--- config.mk ---
export PLATFORM = sky130hd
export DESIGN_NAME = lru_write_back_page_buffer
export DESIGN_NICKNAME = d
export VERILOG_FILES = /design/src/rtl/lwbpb_pkg.sv /design/src/rtl/lwbpb_ram.sv /design/src/rtl/lru_write_back_page_buffer.sv
export SDC_FILE = /design/constraint.sdc
export NUM_CORES = 2
export LEC_CHECK = 0
export BUFFER_PORTS_ARGS = -buffer_cell sky130_fd_sc_hd__buf_2
export CAP_MARGIN = 10
export CORE_MARGIN = 2
export CORE_UTILIZATION = 35
export DETAILED_ROUTE_END_ITERATION = 8
export MAX_ROUTING_LAYER = met4
export PLACE_DENSITY = 0.5
export SETUP_SLACK_MARGIN = 0.4
export SYNTH_ARGS = -nofsm -noshare
export SYNTH_HDL_FRONTEND = slang
export SYNTH_SLANG_ARGS = --single-unit
export TNS_END_PERCENT = 5
--- constraint.sdc ---
create_clock -name clk_i -period 12.65 [get_ports clk_i]
set_input_delay 1.265 -clock clk_i [delete_from_list [all_inputs] [get_ports clk_i]]
set_output_delay 1.265 -clock clk_i [all_outputs]
set_load 0.1 [all_outputs]
--- src/rtl/lwbpb_pkg.sv ---
`timescale 1ns / 1ps
// ----------------------------------------------------------------------------
// lwbpb_pkg
// Shared types and constants of the LRU write-back page buffer.
// ----------------------------------------------------------------------------
package lwbpb_pkg;

  localparam int ENTRIES_DEF     = 16;
  localparam int OBJECT_BITS_DEF = 16;
  localparam int PAGE_BITS_DEF   = 20;
  localparam int HANDLE_BITS     = 32;
  localparam int CMD_BITS        = 3;
  localparam int ACT_BITS        = 3;

  // request commands, the remaining codes act as no-ops
  typedef enum logic [CMD_BITS-1:0] {
    CMD_READ          = 3'd0,
    CMD_WRITE_THROUGH = 3'd1,
    CMD_BUF_WRITE     = 3'd2,
    CMD_UNBUFFER      = 3'd3,
    CMD_TERMINATE     = 3'd4
  } cmd_e;

  // result actions
  typedef enum logic [ACT_BITS-1:0] {
    ACT_DONE     = 3'd0,
    ACT_FWD_READ = 3'd1,
    ACT_SUPPLY   = 3'd2,
    ACT_WRITE    = 3'd3,
    ACT_DISCARD  = 3'd4,
    ACT_FWD_TERM = 3'd5
  } act_e;

  // sequencer states
  typedef enum logic [3:0] {
    ST_IDLE,
    ST_SCAN,
    ST_SCAN_LAST,
    ST_DECIDE,
    ST_WT2,
    ST_EVICT,
    ST_TFIND,
    ST_TEMIT,
    ST_TDONE
  } state_e;

  // rank bookkeeping operations
  typedef enum logic [2:0] {
    RK_NONE,
    RK_TOUCH,
    RK_REMOVE,
    RK_INSERT,
    RK_REPLACE
  } rank_op_e;

endpackage

--- src/rtl/lwbpb_ram.sv ---
`timescale 1ns / 1ps
// ----------------------------------------------------------------------------
// lwbpb_ram
// Generic single write port, single read port RAM with registered read.
// ----------------------------------------------------------------------------
module lwbpb_ram #(
  parameter int WIDTH = 8,
  parameter int DEPTH = 16
) (
  input  logic                     clk_i,
  input  logic                     we_i,
  input  logic [$clog2(DEPTH)-1:0] waddr_i,
  input  logic [WIDTH-1:0]         wdata_i,
  input  logic                     re_i,
  input  logic [$clog2(DEPTH)-1:0] raddr_i,
  output logic [WIDTH-1:0]         rdata_o
);

  logic [WIDTH-1:0] mem_q [DEPTH];
  logic [WIDTH-1:0] rdata_q;

  // write port
  always_ff @(posedge clk_i) begin
    if (we_i) begin
      mem_q[waddr_i] <= wdata_i;
    end
  end

  // registered read, holds when not enabled
  always_ff @(posedge clk_i) begin
    if (re_i) begin
      rdata_q <= mem_q[raddr_i];
    end
  end

  assign rdata_o = rdata_q;

endmodule

--- src/rtl/lru_write_back_page_buffer.sv ---
`timescale 1ns / 1ps
// Read, write-through, unbuffer and buffered write scan the tags of all entries
// before the first result; an eviction first reads the victim word from the RAM.
// Terminate: the tag scan, then a search of the insertion ranks in order that
// reads and writes out each matching entry, then the final beat.
// One request at a time; the serial tag scan through the single RAM read port sets it.
// Reset frees all entries at once; no clearing pass.
// ----------------------------------------------------------------------------
// lru_write_back_page_buffer
// LRU write-back buffer of page-data handles keyed by object id and page.
// ----------------------------------------------------------------------------
module lru_write_back_page_buffer #(
  parameter int ENTRIES     = lwbpb_pkg::ENTRIES_DEF,
  parameter int OBJECT_BITS = lwbpb_pkg::OBJECT_BITS_DEF,
  parameter int PAGE_BITS   = lwbpb_pkg::PAGE_BITS_DEF
) (
  input  logic                             clk_i,
  input  logic                             rst_ni,
  input  logic                             in_valid_i,
  output logic                             in_stall_o,
  input  logic [lwbpb_pkg::CMD_BITS-1:0]   cmd_i,
  input  logic [OBJECT_BITS-1:0]           object_id_i,
  input  logic [PAGE_BITS-1:0]             page_number_i,
  input  logic [lwbpb_pkg::HANDLE_BITS-1:0] data_handle_i,
  input  logic                             clean_flag_i,
  output logic                             out_valid_o,
  input  logic                             out_stall_i,
  output logic [lwbpb_pkg::ACT_BITS-1:0]   action_o,
  output logic [OBJECT_BITS-1:0]           out_object_o,
  output logic [PAGE_BITS-1:0]             out_page_o,
  output logic [lwbpb_pkg::HANDLE_BITS-1:0] out_handle_o,
  output logic                             last_o
);

  localparam int IDX_W  = $clog2(ENTRIES);
  localparam int CNT_W  = $clog2(ENTRIES + 1);
  localparam int HDL_W  = lwbpb_pkg::HANDLE_BITS;
  localparam int WORD_W = OBJECT_BITS + PAGE_BITS + HDL_W;
  localparam logic [IDX_W-1:0] LAST_IDX = IDX_W'(ENTRIES - 1);

  lwbpb_pkg::state_e state_q, state_d;

  // request registers
  lwbpb_pkg::cmd_e          cmd_q;
  logic [OBJECT_BITS-1:0]   obj_q;
  logic [PAGE_BITS-1:0]     page_q;
  logic [HDL_W-1:0]         hdl_q;
  logic                     clean_q;

  // scan registers
  logic [IDX_W-1:0]         idx_q;
  logic                     cmp_vld_q;
  logic [IDX_W-1:0]         cmp_idx_q;
  logic                     hit_q;
  logic [IDX_W-1:0]         hit_idx_q;
  logic [HDL_W-1:0]         hit_hdl_q;
  logic [ENTRIES-1:0]       mask_q;
  logic [IDX_W-1:0]         term_r_q;
  logic [IDX_W-1:0]         sel_q;

  // entry bookkeeping
  logic [ENTRIES-1:0]       valid_q, valid_d;
  logic [CNT_W-1:0]         cnt_q, cnt_d;
  logic [IDX_W-1:0]         age_q [ENTRIES];
  logic [IDX_W-1:0]         age_d [ENTRIES];
  logic [IDX_W-1:0]         ins_q [ENTRIES];
  logic [IDX_W-1:0]         ins_d [ENTRIES];

  // output register
  logic                     out_valid_q;
  lwbpb_pkg::act_e          out_act_q;
  logic [OBJECT_BITS-1:0]   out_obj_q;
  logic [PAGE_BITS-1:0]     out_page_q;
  logic [HDL_W-1:0]         out_hdl_q;
  logic                     out_last_q;

  // ram
  logic                     ram_we, ram_re;
  logic [IDX_W-1:0]         ram_waddr, ram_raddr;
  logic [WORD_W-1:0]        ram_wdata, ram_rdata;
  logic [OBJECT_BITS-1:0]   rd_obj;
  logic [PAGE_BITS-1:0]     rd_page;
  logic [HDL_W-1:0]         rd_hdl;

  // control
  logic                     accept, out_free, full, cmp_match;
  logic [IDX_W-1:0]         free_idx, victim_idx, term_idx;
  logic                     term_found;
  logic                     emit;
  lwbpb_pkg::act_e          e_act;
  logic [PAGE_BITS-1:0]     e_page;
  logic [OBJECT_BITS-1:0]   e_obj;
  logic [HDL_W-1:0]         e_hdl;
  logic                     e_last;
  lwbpb_pkg::rank_op_e      rk_op;
  logic [IDX_W-1:0]         rk_idx;
  logic [IDX_W-1:0]         rk_age, rk_ins;

  lwbpb_ram #(
    .WIDTH (WORD_W),
    .DEPTH (ENTRIES)
  ) u_ram (
    .clk_i   (clk_i),
    .we_i    (ram_we),
    .waddr_i (ram_waddr),
    .wdata_i (ram_wdata),
    .re_i    (ram_re),
    .raddr_i (ram_raddr),
    .rdata_o (ram_rdata)
  );

  assign {rd_obj, rd_page, rd_hdl} = ram_rdata;
  assign ram_wdata = {obj_q, page_q, hdl_q};

  assign in_stall_o = (state_q != lwbpb_pkg::ST_IDLE);
  assign accept     = in_valid_i && !in_stall_o;
  assign out_free   = !out_valid_q || !out_stall_i;
  assign full       = (cnt_q == CNT_W'(ENTRIES));

  // tag compare on the word read in the previous cycle
  assign cmp_match = cmp_vld_q && valid_q[cmp_idx_q] && (rd_obj == obj_q) &&
                     ((cmd_q == lwbpb_pkg::CMD_TERMINATE) || (rd_page == page_q));

  // lowest free entry, lru victim, next terminate entry
  always_comb begin
    free_idx   = '0;
    victim_idx = '0;
    term_idx   = '0;
    term_found = 1'b0;
    for (int j = ENTRIES - 1; j >= 0; j--) begin
      if (!valid_q[j]) begin
        free_idx = IDX_W'(j);
      end
      if (valid_q[j] && (age_q[j] == '0)) begin
        victim_idx = IDX_W'(j);
      end
      if (valid_q[j] && mask_q[j] && (ins_q[j] == term_r_q)) begin
        term_idx   = IDX_W'(j);
        term_found = 1'b1;
      end
    end
  end

  // next state
  always_comb begin
    state_d = state_q;
    unique case (state_q)
      lwbpb_pkg::ST_IDLE: begin
        if (accept) state_d = lwbpb_pkg::ST_SCAN;
      end
      lwbpb_pkg::ST_SCAN: begin
        if (idx_q == LAST_IDX) state_d = lwbpb_pkg::ST_SCAN_LAST;
      end
      lwbpb_pkg::ST_SCAN_LAST: begin
        state_d = lwbpb_pkg::ST_DECIDE;
      end
      lwbpb_pkg::ST_DECIDE: begin
        unique case (cmd_q)
          lwbpb_pkg::CMD_WRITE_THROUGH: begin
            if (out_free) state_d = hit_q ? lwbpb_pkg::ST_WT2 : lwbpb_pkg::ST_IDLE;
          end
          lwbpb_pkg::CMD_BUF_WRITE: begin
            if (!hit_q && full) begin
              state_d = lwbpb_pkg::ST_EVICT;
            end else if (out_free) begin
              state_d = lwbpb_pkg::ST_IDLE;
            end
          end
          lwbpb_pkg::CMD_TERMINATE: begin
            state_d = lwbpb_pkg::ST_TFIND;
          end
          default: begin
            if (out_free) state_d = lwbpb_pkg::ST_IDLE;
          end
        endcase
      end
      lwbpb_pkg::ST_WT2, lwbpb_pkg::ST_EVICT, lwbpb_pkg::ST_TDONE: begin
        if (out_free) state_d = lwbpb_pkg::ST_IDLE;
      end
      lwbpb_pkg::ST_TFIND: begin
        if (term_found) begin
          state_d = lwbpb_pkg::ST_TEMIT;
        end else if (term_r_q == LAST_IDX) begin
          state_d = lwbpb_pkg::ST_TDONE;
        end
      end
      lwbpb_pkg::ST_TEMIT: begin
        if (out_free) state_d = lwbpb_pkg::ST_TFIND;
      end
      default: state_d = lwbpb_pkg::ST_IDLE;
    endcase
  end

  // sequencer outputs: ram access, result beat, rank operation
  always_comb begin
    ram_re    = 1'b0;
    ram_raddr = idx_q;
    ram_we    = 1'b0;
    ram_waddr = hit_idx_q;
    emit      = 1'b0;
    e_act     = lwbpb_pkg::ACT_DONE;
    e_obj     = obj_q;
    e_page    = page_q;
    e_hdl     = '0;
    e_last    = 1'b1;
    rk_op     = lwbpb_pkg::RK_NONE;
    rk_idx    = hit_idx_q;
    unique case (state_q)
      lwbpb_pkg::ST_SCAN: begin
        ram_re = 1'b1;
      end
      lwbpb_pkg::ST_DECIDE: begin
        unique case (cmd_q)
          lwbpb_pkg::CMD_READ: begin
            emit = out_free;
            if (hit_q) begin
              e_act = lwbpb_pkg::ACT_SUPPLY;
              e_hdl = hit_hdl_q;
              if (out_free) rk_op = lwbpb_pkg::RK_TOUCH;
            end else begin
              e_act = lwbpb_pkg::ACT_FWD_READ;
            end
          end
          lwbpb_pkg::CMD_WRITE_THROUGH: begin
            emit = out_free;
            if (hit_q) begin
              e_act  = lwbpb_pkg::ACT_DISCARD;
              e_hdl  = hit_hdl_q;
              e_last = 1'b0;
              if (out_free) rk_op = lwbpb_pkg::RK_REMOVE;
            end else begin
              e_act = lwbpb_pkg::ACT_WRITE;
              e_hdl = hdl_q;
            end
          end
          lwbpb_pkg::CMD_BUF_WRITE: begin
            if (hit_q) begin
              emit  = out_free;
              e_act = lwbpb_pkg::ACT_DISCARD;
              e_hdl = hit_hdl_q;
              if (out_free) begin
                ram_we = 1'b1;
                rk_op  = lwbpb_pkg::RK_TOUCH;
              end
            end else if (!full) begin
              emit      = out_free;
              e_hdl     = hdl_q;
              ram_waddr = free_idx;
              rk_idx    = free_idx;
              if (out_free) begin
                ram_we = 1'b1;
                rk_op  = lwbpb_pkg::RK_INSERT;
              end
            end else begin
              ram_re    = 1'b1;
              ram_raddr = victim_idx;
            end
          end
          lwbpb_pkg::CMD_UNBUFFER: begin
            emit = out_free;
            if (hit_q) begin
              e_act = clean_q ? lwbpb_pkg::ACT_WRITE : lwbpb_pkg::ACT_DISCARD;
              e_hdl = hit_hdl_q;
              if (out_free) rk_op = lwbpb_pkg::RK_REMOVE;
            end
          end
          lwbpb_pkg::CMD_TERMINATE: begin
            emit = 1'b0;
          end
          default: begin
            emit = out_free;
          end
        endcase
      end
      lwbpb_pkg::ST_WT2: begin
        emit  = out_free;
        e_act = lwbpb_pkg::ACT_WRITE;
        e_hdl = hdl_q;
      end
      lwbpb_pkg::ST_EVICT: begin
        emit      = out_free;
        e_act     = lwbpb_pkg::ACT_WRITE;
        e_obj     = rd_obj;
        e_page    = rd_page;
        e_hdl     = rd_hdl;
        ram_waddr = sel_q;
        rk_idx    = sel_q;
        if (out_free) begin
          ram_we = 1'b1;
          rk_op  = lwbpb_pkg::RK_REPLACE;
        end
      end
      lwbpb_pkg::ST_TFIND: begin
        ram_re    = term_found;
        ram_raddr = term_idx;
      end
      lwbpb_pkg::ST_TEMIT: begin
        emit   = out_free;
        e_act  = lwbpb_pkg::ACT_WRITE;
        e_page = rd_page;
        e_hdl  = rd_hdl;
        e_last = 1'b0;
        rk_idx = sel_q;
        if (out_free) rk_op = lwbpb_pkg::RK_REMOVE;
      end
      lwbpb_pkg::ST_TDONE: begin
        emit   = out_free;
        e_act  = lwbpb_pkg::ACT_FWD_TERM;
        e_page = '0;
      end
      default: begin
        emit = 1'b0;
      end
    endcase
  end

  // age and insertion rank bookkeeping, one lane per entry
  assign rk_age = age_q[rk_idx];
  assign rk_ins = ins_q[rk_idx];

  always_comb begin
    valid_d = valid_q;
    cnt_d   = cnt_q;
    age_d   = age_q;
    ins_d   = ins_q;
    unique case (rk_op)
      lwbpb_pkg::RK_TOUCH: begin
        for (int j = 0; j < ENTRIES; j++) begin
          if (valid_q[j] && (age_q[j] > rk_age)) age_d[j] = age_q[j] - 1'b1;
        end
        age_d[rk_idx] = IDX_W'(cnt_q - 1'b1);
      end
      lwbpb_pkg::RK_REMOVE, lwbpb_pkg::RK_REPLACE: begin
        for (int j = 0; j < ENTRIES; j++) begin
          if (valid_q[j] && (IDX_W'(j) != rk_idx)) begin
            if (age_q[j] > rk_age) age_d[j] = age_q[j] - 1'b1;
            if (ins_q[j] > rk_ins) ins_d[j] = ins_q[j] - 1'b1;
          end
        end
        if (rk_op == lwbpb_pkg::RK_REMOVE) begin
          valid_d[rk_idx] = 1'b0;
          cnt_d           = cnt_q - 1'b1;
        end else begin
          age_d[rk_idx] = LAST_IDX;
          ins_d[rk_idx] = LAST_IDX;
        end
      end
      lwbpb_pkg::RK_INSERT: begin
        valid_d[rk_idx] = 1'b1;
        age_d[rk_idx]   = cnt_q[IDX_W-1:0];
        ins_d[rk_idx]   = cnt_q[IDX_W-1:0];
        cnt_d           = cnt_q + 1'b1;
      end
      default: begin
        cnt_d = cnt_q;
      end
    endcase
  end

  // control registers
  always_ff @(posedge clk_i or negedge rst_ni) begin
    if (!rst_ni) begin
      state_q     <= lwbpb_pkg::ST_IDLE;
      valid_q     <= '0;
      cnt_q       <= '0;
      cmp_vld_q   <= 1'b0;
      out_valid_q <= 1'b0;
    end else begin
      state_q     <= state_d;
      valid_q     <= valid_d;
      cnt_q       <= cnt_d;
      cmp_vld_q   <= (state_q == lwbpb_pkg::ST_SCAN);
      out_valid_q <= emit || (out_valid_q && out_stall_i);
    end
  end

  // ranks, request and scan data
  always_ff @(posedge clk_i) begin
    age_q     <= age_d;
    ins_q     <= ins_d;
    cmp_idx_q <= idx_q;
    if (accept) begin
      cmd_q   <= lwbpb_pkg::cmd_e'(cmd_i);
      obj_q   <= object_id_i;
      page_q  <= page_number_i;
      hdl_q   <= data_handle_i;
      clean_q <= clean_flag_i;
      idx_q   <= '0;
      hit_q   <= 1'b0;
      mask_q  <= '0;
    end else if (state_q == lwbpb_pkg::ST_SCAN && idx_q != LAST_IDX) begin
      idx_q <= idx_q + 1'b1;
    end
    if (cmp_match) begin
      if (cmd_q == lwbpb_pkg::CMD_TERMINATE) begin
        mask_q[cmp_idx_q] <= 1'b1;
      end else begin
        hit_q     <= 1'b1;
        hit_idx_q <= cmp_idx_q;
        hit_hdl_q <= rd_hdl;
      end
    end
    if (state_q == lwbpb_pkg::ST_DECIDE) begin
      term_r_q <= '0;
      sel_q    <= victim_idx;
    end else if (state_q == lwbpb_pkg::ST_TFIND) begin
      if (term_found) begin
        sel_q <= term_idx;
      end else if (term_r_q != LAST_IDX) begin
        term_r_q <= term_r_q + 1'b1;
      end
    end
  end

  // result beat register
  always_ff @(posedge clk_i) begin
    if (emit) begin
      out_act_q  <= e_act;
      out_obj_q  <= e_obj;
      out_page_q <= e_page;
      out_hdl_q  <= e_hdl;
      out_last_q <= e_last;
    end
  end

  assign out_valid_o  = out_valid_q;
  assign action_o     = out_act_q;
  assign out_object_o = out_obj_q;
  assign out_page_o   = out_page_q;
  assign out_handle_o = out_hdl_q;
  assign last_o       = out_last_q;

endmodule

# Word level (Yosys, flattened, before mapping)
# Memory sizes are Yosys's and may differ from the RTL's. A register that Yosys moved wholly into a read port is not among the register bits.
# Cells that the tools add are included.
# word_totals
ff_bits	368
ram_bits	1088
inputBits	76
out_inout_bits	74
elab_cells	621
memories	1
# mem_list
name	depth	width	rd	rd_ports_with_merged_regs	wr	line_no	source
u_ram.mem_q	16	68	1	1	1	lwbpb_ram.sv:19	logic [WIDTH-1:0] mem_q [DEPTH];
# classes
addsub	36
magnitude_cmp	38
n_eq_ne	60
mux	289
bitwise	9
reduce_logical	133
# ops
operator	n
4-bit two-way mux	198
64-bit bitwise mux	3
32-bit one-hot mux with 3 select lines	2
64-bit one-hot mux with 3 select lines	1
4-bit greater-than comparator	32
32-bit two-way mux	4
64-bit two-way mux	2
64-bit OR	2
64-bit one-hot mux with 2 select lines	1
4-bit by 1-bit subtractor with 4-bit output (second input constant)	32
1-bit logical AND	90
16-bit two-way mux	5
4-bit logical NOT	17
4-bit equality test	16
20-bit one-hot mux with 2 select lines	1
1-bit two-way mux	37
4-bit binary-select mux with 4-bit select	2
4-bit inequality test (first input constant)	8
16-bit OR	2
16-bit one-hot mux with 2 select lines	1
4-bit one-hot mux with 7 select lines	1
3-bit one-hot mux with 3 select lines	3
3-bit two-way mux	8
4-bit one-hot mux with 2 select lines	3
other kinds (49)	94

# Logic depth before layout (Yosys ltp)
# depth
ltp_word	31
mapped_depth	29
mapped_depth_nobuf	23

# Hierarchy
# Synthesis repeated with hierarchy kept, for this count alone.
# unflattened
cells_unflattened	4504
hier_area_um2	68836.0
# by_module_without_submodules
module	instances	cells_each	area_each_um2	seq_area_each_um2
lwbpb_ram	1	1750	42660.9	34713.3
lru_write_back_page_buffer	1	2754	26175.1	10625.2

# Worst setup path before layout
# No wires, ideal clock.
# synth_timing
path_type	reg-to-reg
from	reg cnt_q[0]
to	reg age_q[32] in the netlist's numbering, data pin
setup_time_ns	0.274
arrival_ns	6.196
t_required_ns	12.376
path_slack_ns	6.180
path_stages_with_launch	29
n_path_buf	7
synth_period_minus_slack_ns	6.470
path_cell_list	dfrtp_1 clkbuf_1 inv_1 clkbuf_1 ha_1 and4bb_2 nor3_4 mux2i_1 nor2_1 a211o_1 buf_2 buf_6 nor2_1 buf_2 buf_1 o211ai_1 nand3_1 o21ai_0 o21ai_0 ha_1 nor2b_1 o21a_1 o21a_1 o211ai_1 nand2b_1 clkbuf_1 nor3_1 a211oi_1 a31oi_1
# synth_rtl
item	line_no	source
start: declaration	lru_write_back_page_buffer.sv:63	logic [CNT_W-1:0] cnt_q, cnt_d;
start signal: assignment	lru_write_back_page_buffer.sv:371	cnt_q <= cnt_d;
end signal: assignment	lru_write_back_page_buffer.sv:379	age_q <= age_d;
end: declaration	lru_write_back_page_buffer.sv:64	logic [IDX_W-1:0] age_q [ENTRIES];

==> metrics list <==
- Number of clock sinks: 1524
* Vias in the first global route: approximately 45k
- Summed instance area of the synthesized netlist: 0.0695 sq mm
- Measured slew at the worst slew-check pin: 1.19 ns
* Highest ir drop seen on vdd: 0.000204 V
- Counting I/O delays and the setup requirement, the final critical path takes 7.12 ns.
- Pwr dens: 234 mW/mm^2
* Dominant synthesized flop cell: edfxtp_1
- STA classifies the critical path endpoint as a register.
* Floorplan core area: 0.197 sq mm
* Cell type with the highest occurrence count on the critical path: a211oi_1
* Max-cap violations: 0
* Layout cells sized above 1: 11.9%
- Cell Area, Placed: 0.0735 sq mm
- In the routed design, unresolved DRC markers number 0.
* Sequence of cells on the critical path: buf_4 -> inv_1 -> ha_1 -> and4bb_2 -> nor3_4 -> mux2i_1 -> nor2_1 -> a211o_1 -> nor2_2 -> buf_4 -> a211oi_1 -> a31oi_1 -> a211oi_1 -> a31oi_2 -> buf_4 -> ha_1 -> a211oi_1 -> nand2_1 -> mux2i_1 -> a211oi_1 -> a22oi_1
* Post-Syn Instances: 5046
* Number of enable-type register cells in the synthesized netlist: roughly 1.5k
- Site Rows: between 150 and 200
- Rel. slew slack: approximately 21%
- Across the routed clock network, the largest skew measured is 0.0546 ns.
- First-pass iteration count of the detailed router: 7
- Measured along the x axis, the die boundary spans 450 um.
- FFs w/ async S/R, synth: 1.77%
- Wire length of the first global-routing pass: 322000 um
- The slowest stage of the critical path belongs to the cell a211o_1.
- Post-layout instance area: 0.0787 sq mm
- Clock Tree Root: clkbuf_16
- After the first detailed-routing iteration, the DRC count stood at 4581.
- For this run, the slowest stage of the critical path takes roughly 0.60 ns.
- Number of buffers created by CTS: 168
- The run finished with clean final reports.
- Clock transition time at the flip-flop clock pins of the worst setup and hold paths: about 0.060 ns
- Antenna violations before repair: 8
- In this run, synthesis produced a sequential element count of between 1.5k and 2k.
* Total of buffers placed on input and output ports: 149
* Number of top-level pins: 150
- Counting every net in the synthesized netlist gives 5302.
- Maximum achievable frequency: 140 MHz
* Unrepaired setup endpoints after global routing: false
* Comb power frac: 35.4%
* Routed wire length: ~220000 um
- For this run, the number of Yosys warnings is 0.
- Clk Latency, worst-skew pair: slightly above 0.8 ns
- After clock tree synthesis, the setup repair step added 0 buffers.
- Adding up every negative setup slack in the final design gives 0 ns.
- The wire-length estimate of the detail-placed layout is 128000 um.
- Internal power: about 11 mW
- Per report_power, the clock group accounts for 25.6% of the total.
* TritonCTS clock tree: built
- Share of power burned in registers: a little under 40%
* Routability congestion estimate: 0.906
- The worst hold path belongs to the class register to register.
* Initial core utilization: approximately a third
- Dividing the final minimum period by the clock period gives a little under three fifths.
- The floorplan step defined a die boundary enclosing 0.202 sq mm.
* Part of the Yosys area used for sequential elements: 65.2%
- Once routing completed, OpenROAD measured the worst setup slack at 5.53 ns.
* Remaining global-route overflow: 0
- CTS H-tree lvls: 4
- Along the worst path, the maximum fanout reaches 30.
* Worst slack at placement: 5.69 ns
- Synthesized area per cell: approximately 14 sq um
- Buffers inserted to repair hold after CTS numbered 0.
- Layout net count: between 5k and 6k
* Reported leakage power: 26.8 nW
- Area added between synthesis and finish: 13.2%
* Filler cell count: 18.5k
* Switching power share of the total: between 30 and 40%
- The die is 450 um tall.
- Setup violations remaining at the end of the flow were counted as 0.
* Maximum number of pins on one net before global-route repair: 133
- Element type at the critical path start: register
- Worst-case clock buffer depth: 3
- The number of max-slew violations in the final report was 0.
- Post-synthesis cell type count: between 100 and 150
- In this run, post-CTS repair resized a total of 0 instances.
* GRT Resource Usage Total: 22.3%
- Summing over every cut layer, the via total after detailed routing is between 40k and 50k.
* Total net switching power: ~7.2 mW
* Via density: 5.73
- STA puts the critical path data required time at 13.20 ns.
- Data on the critical path arrives at its endpoint at 7.67 ns.
- Routed Antenna Nets: 0
* Routed length per placed instance: 28.2 um
- The number of hold-slack violations in the final timing report came to 0.
- By startpoint and endpoint, the worst setup path is classified as register to register.
power by group through the flow:
stage,Sequential (mW),Clock [mW],Combinational (mW)
after floorplan,7.77,0,3.83
after global routing,7.24,5.00,6.97
final,7.17,4.70,6.51
after detailed placement,7.27,0,6.48
after global placement,7.25,0,6.40
after CTS,7.17,4.80,6.50
sequential cells by signal, indices dropped and copies added, names as in the netlist, 32 cells and up, named ones only:
signal / count
age_q: 64
u_ram.rdata_o: 68
out_handle_o: 32
hdl_q: 32
ins_q: 64
hit_hdl_q: 32
u_ram.mem_q: 1088
layout make-up:
| cell class | count | area, sq um | share of cell area [%] |
|---|---|---|---|
| diodes | 2 | 5.00 | 0.00636 |
| multi-input cells | 3092 | 22700 | 28.8 |
| clock inverters | 82 | 746 | 0.947 |
| flip-flops and latches | 1524 | 45300 | 57.6 |
| clock buffers | 222 | 4460 | 5.67 |
| repair buffers | 278 | 1730 | 2.19 |
| inverters | 122 | 463 | 0.588 |
| well taps | 2640 | 3300 | 4.20 |
routing by layer:
layer / track usage (%) / wire [um] / vias up
met5: - / 0 / -
met3: 2.89 / 12500 / 424
met1: 28.6 / 95200 / 23400
met4: 7.11 / 7140 / 0
li1: - / - / 20200
met2: 36.6 / 110000 / 1609
worst max-delay path, delay by kind of cell (launching register included):
kind / cells / cell delay (ns)
adder cells (fa/ha/maj): 2 / 0.54
multiplexers: 2 / 0.45
AO/OA/AOI/OAI: 8 / 2.62
flip-flops: 1 / 0.32
AND/OR/NAND/NOR: 5 / 1.51
buffers and inverters: 4 / 1.32
layout by cell type (no fill, tap or decap), drive strengths merged, types with 11 or more instances in the layout:
cell     netlist  routed
a22oi         69      69
and2          11      11
or3           18      18
dfrtp         27      27
dfxtp         29      29
nor4bb        15      15
o2111ai       15      15
nor3          67      67
edfxtp      1468    1468
xor2          69      69
nand2        314     314
o21ai        235     235
o211ai        67      67
xnor2         77      77
o21a          35      35
or4           81      81
clkinv         0      65
o22ai        338     338
a211oi        49      49
ha           180     180
mux2i        564     564
nand4         48      48
nor4          42      42
nand3        100     100
a21oi        168     168
and3          16      16
inv          122     128
o31ai         12      12
buf          138     278
nor2b         35      35
a31oi         47      47
nand2b        19      19
mux2          19      19
a22o          13      13
o221ai        20      20
nor2         201     201
clkbuf       170     222
a311oi        12      12
Yosys cell counts, drive strengths merged, types with 69 or more instances:
master  instances  share of area, %
a21oi         168               1.2
a22oi          69              0.75
buf           138               1.1
clkbuf        170              0.92
edfxtp       1468                63
ha            180               3.2
inv           122              0.66
mux2i         564               8.1
nand2         314               1.7
nand3         100              0.72
nor2          201               1.1
o21ai         235               1.7
o22ai         338               3.0
or4            81              0.87
xnor2          77              0.97
xor2           69              0.87
worst paths after layout:
kind	start	end	slack, ns	depth (start not counted)
min in group asynchronous	rst_ni	asynchronous set/reset pin	0.52	2
setup reg to reg	cnt_q[0]	age_q[10]	5.53	21
max in group asynchronous	rst_ni	cmp_vld_q	11.65	2
hold reg to reg	idx_q[2]	cmp_idx_q[2]	0.43	0
setup / recovery	cnt_q[0]	age_q[10]	5.53	21
hold / removal	idx_q[2]	cmp_idx_q[2]	0.43	0
stage by stage:
| step | util, % | std cells | total power [mW] | hold WS [ns] |
|---|---|---|---|---|
| finish | 39.9 | 7962 | 18.4 | 0.434 |
| global route | 39.9 | 7961 | 19.2 | 0.440 |
| CTS | 39.9 | 7960 | 18.5 | 0.426 |
| detailed placement | 37.2 | 7656 | 13.7 | 0.419 |
| global placement | 37.2 | 7656 | 13.7 | 0.416 |
| floorplan | - | 5046 | 11.6 | 0.377 |
kinds of logic after synthesis:
family | count (synthesis) | synth area share (%)
AO/OA/AOI/OAI | 1174 | 11.0
multiplexers | 588 | 8.59
XOR/XNOR | 146 | 1.84
flip-flops | 1524 | 65.2
AND/OR/NAND/NOR | 1004 | 7.43
adder cells (fa/ha/maj) | 180 | 3.24
buffers and inverters | 430 | 2.67
(Power assumes the default switching activity.)
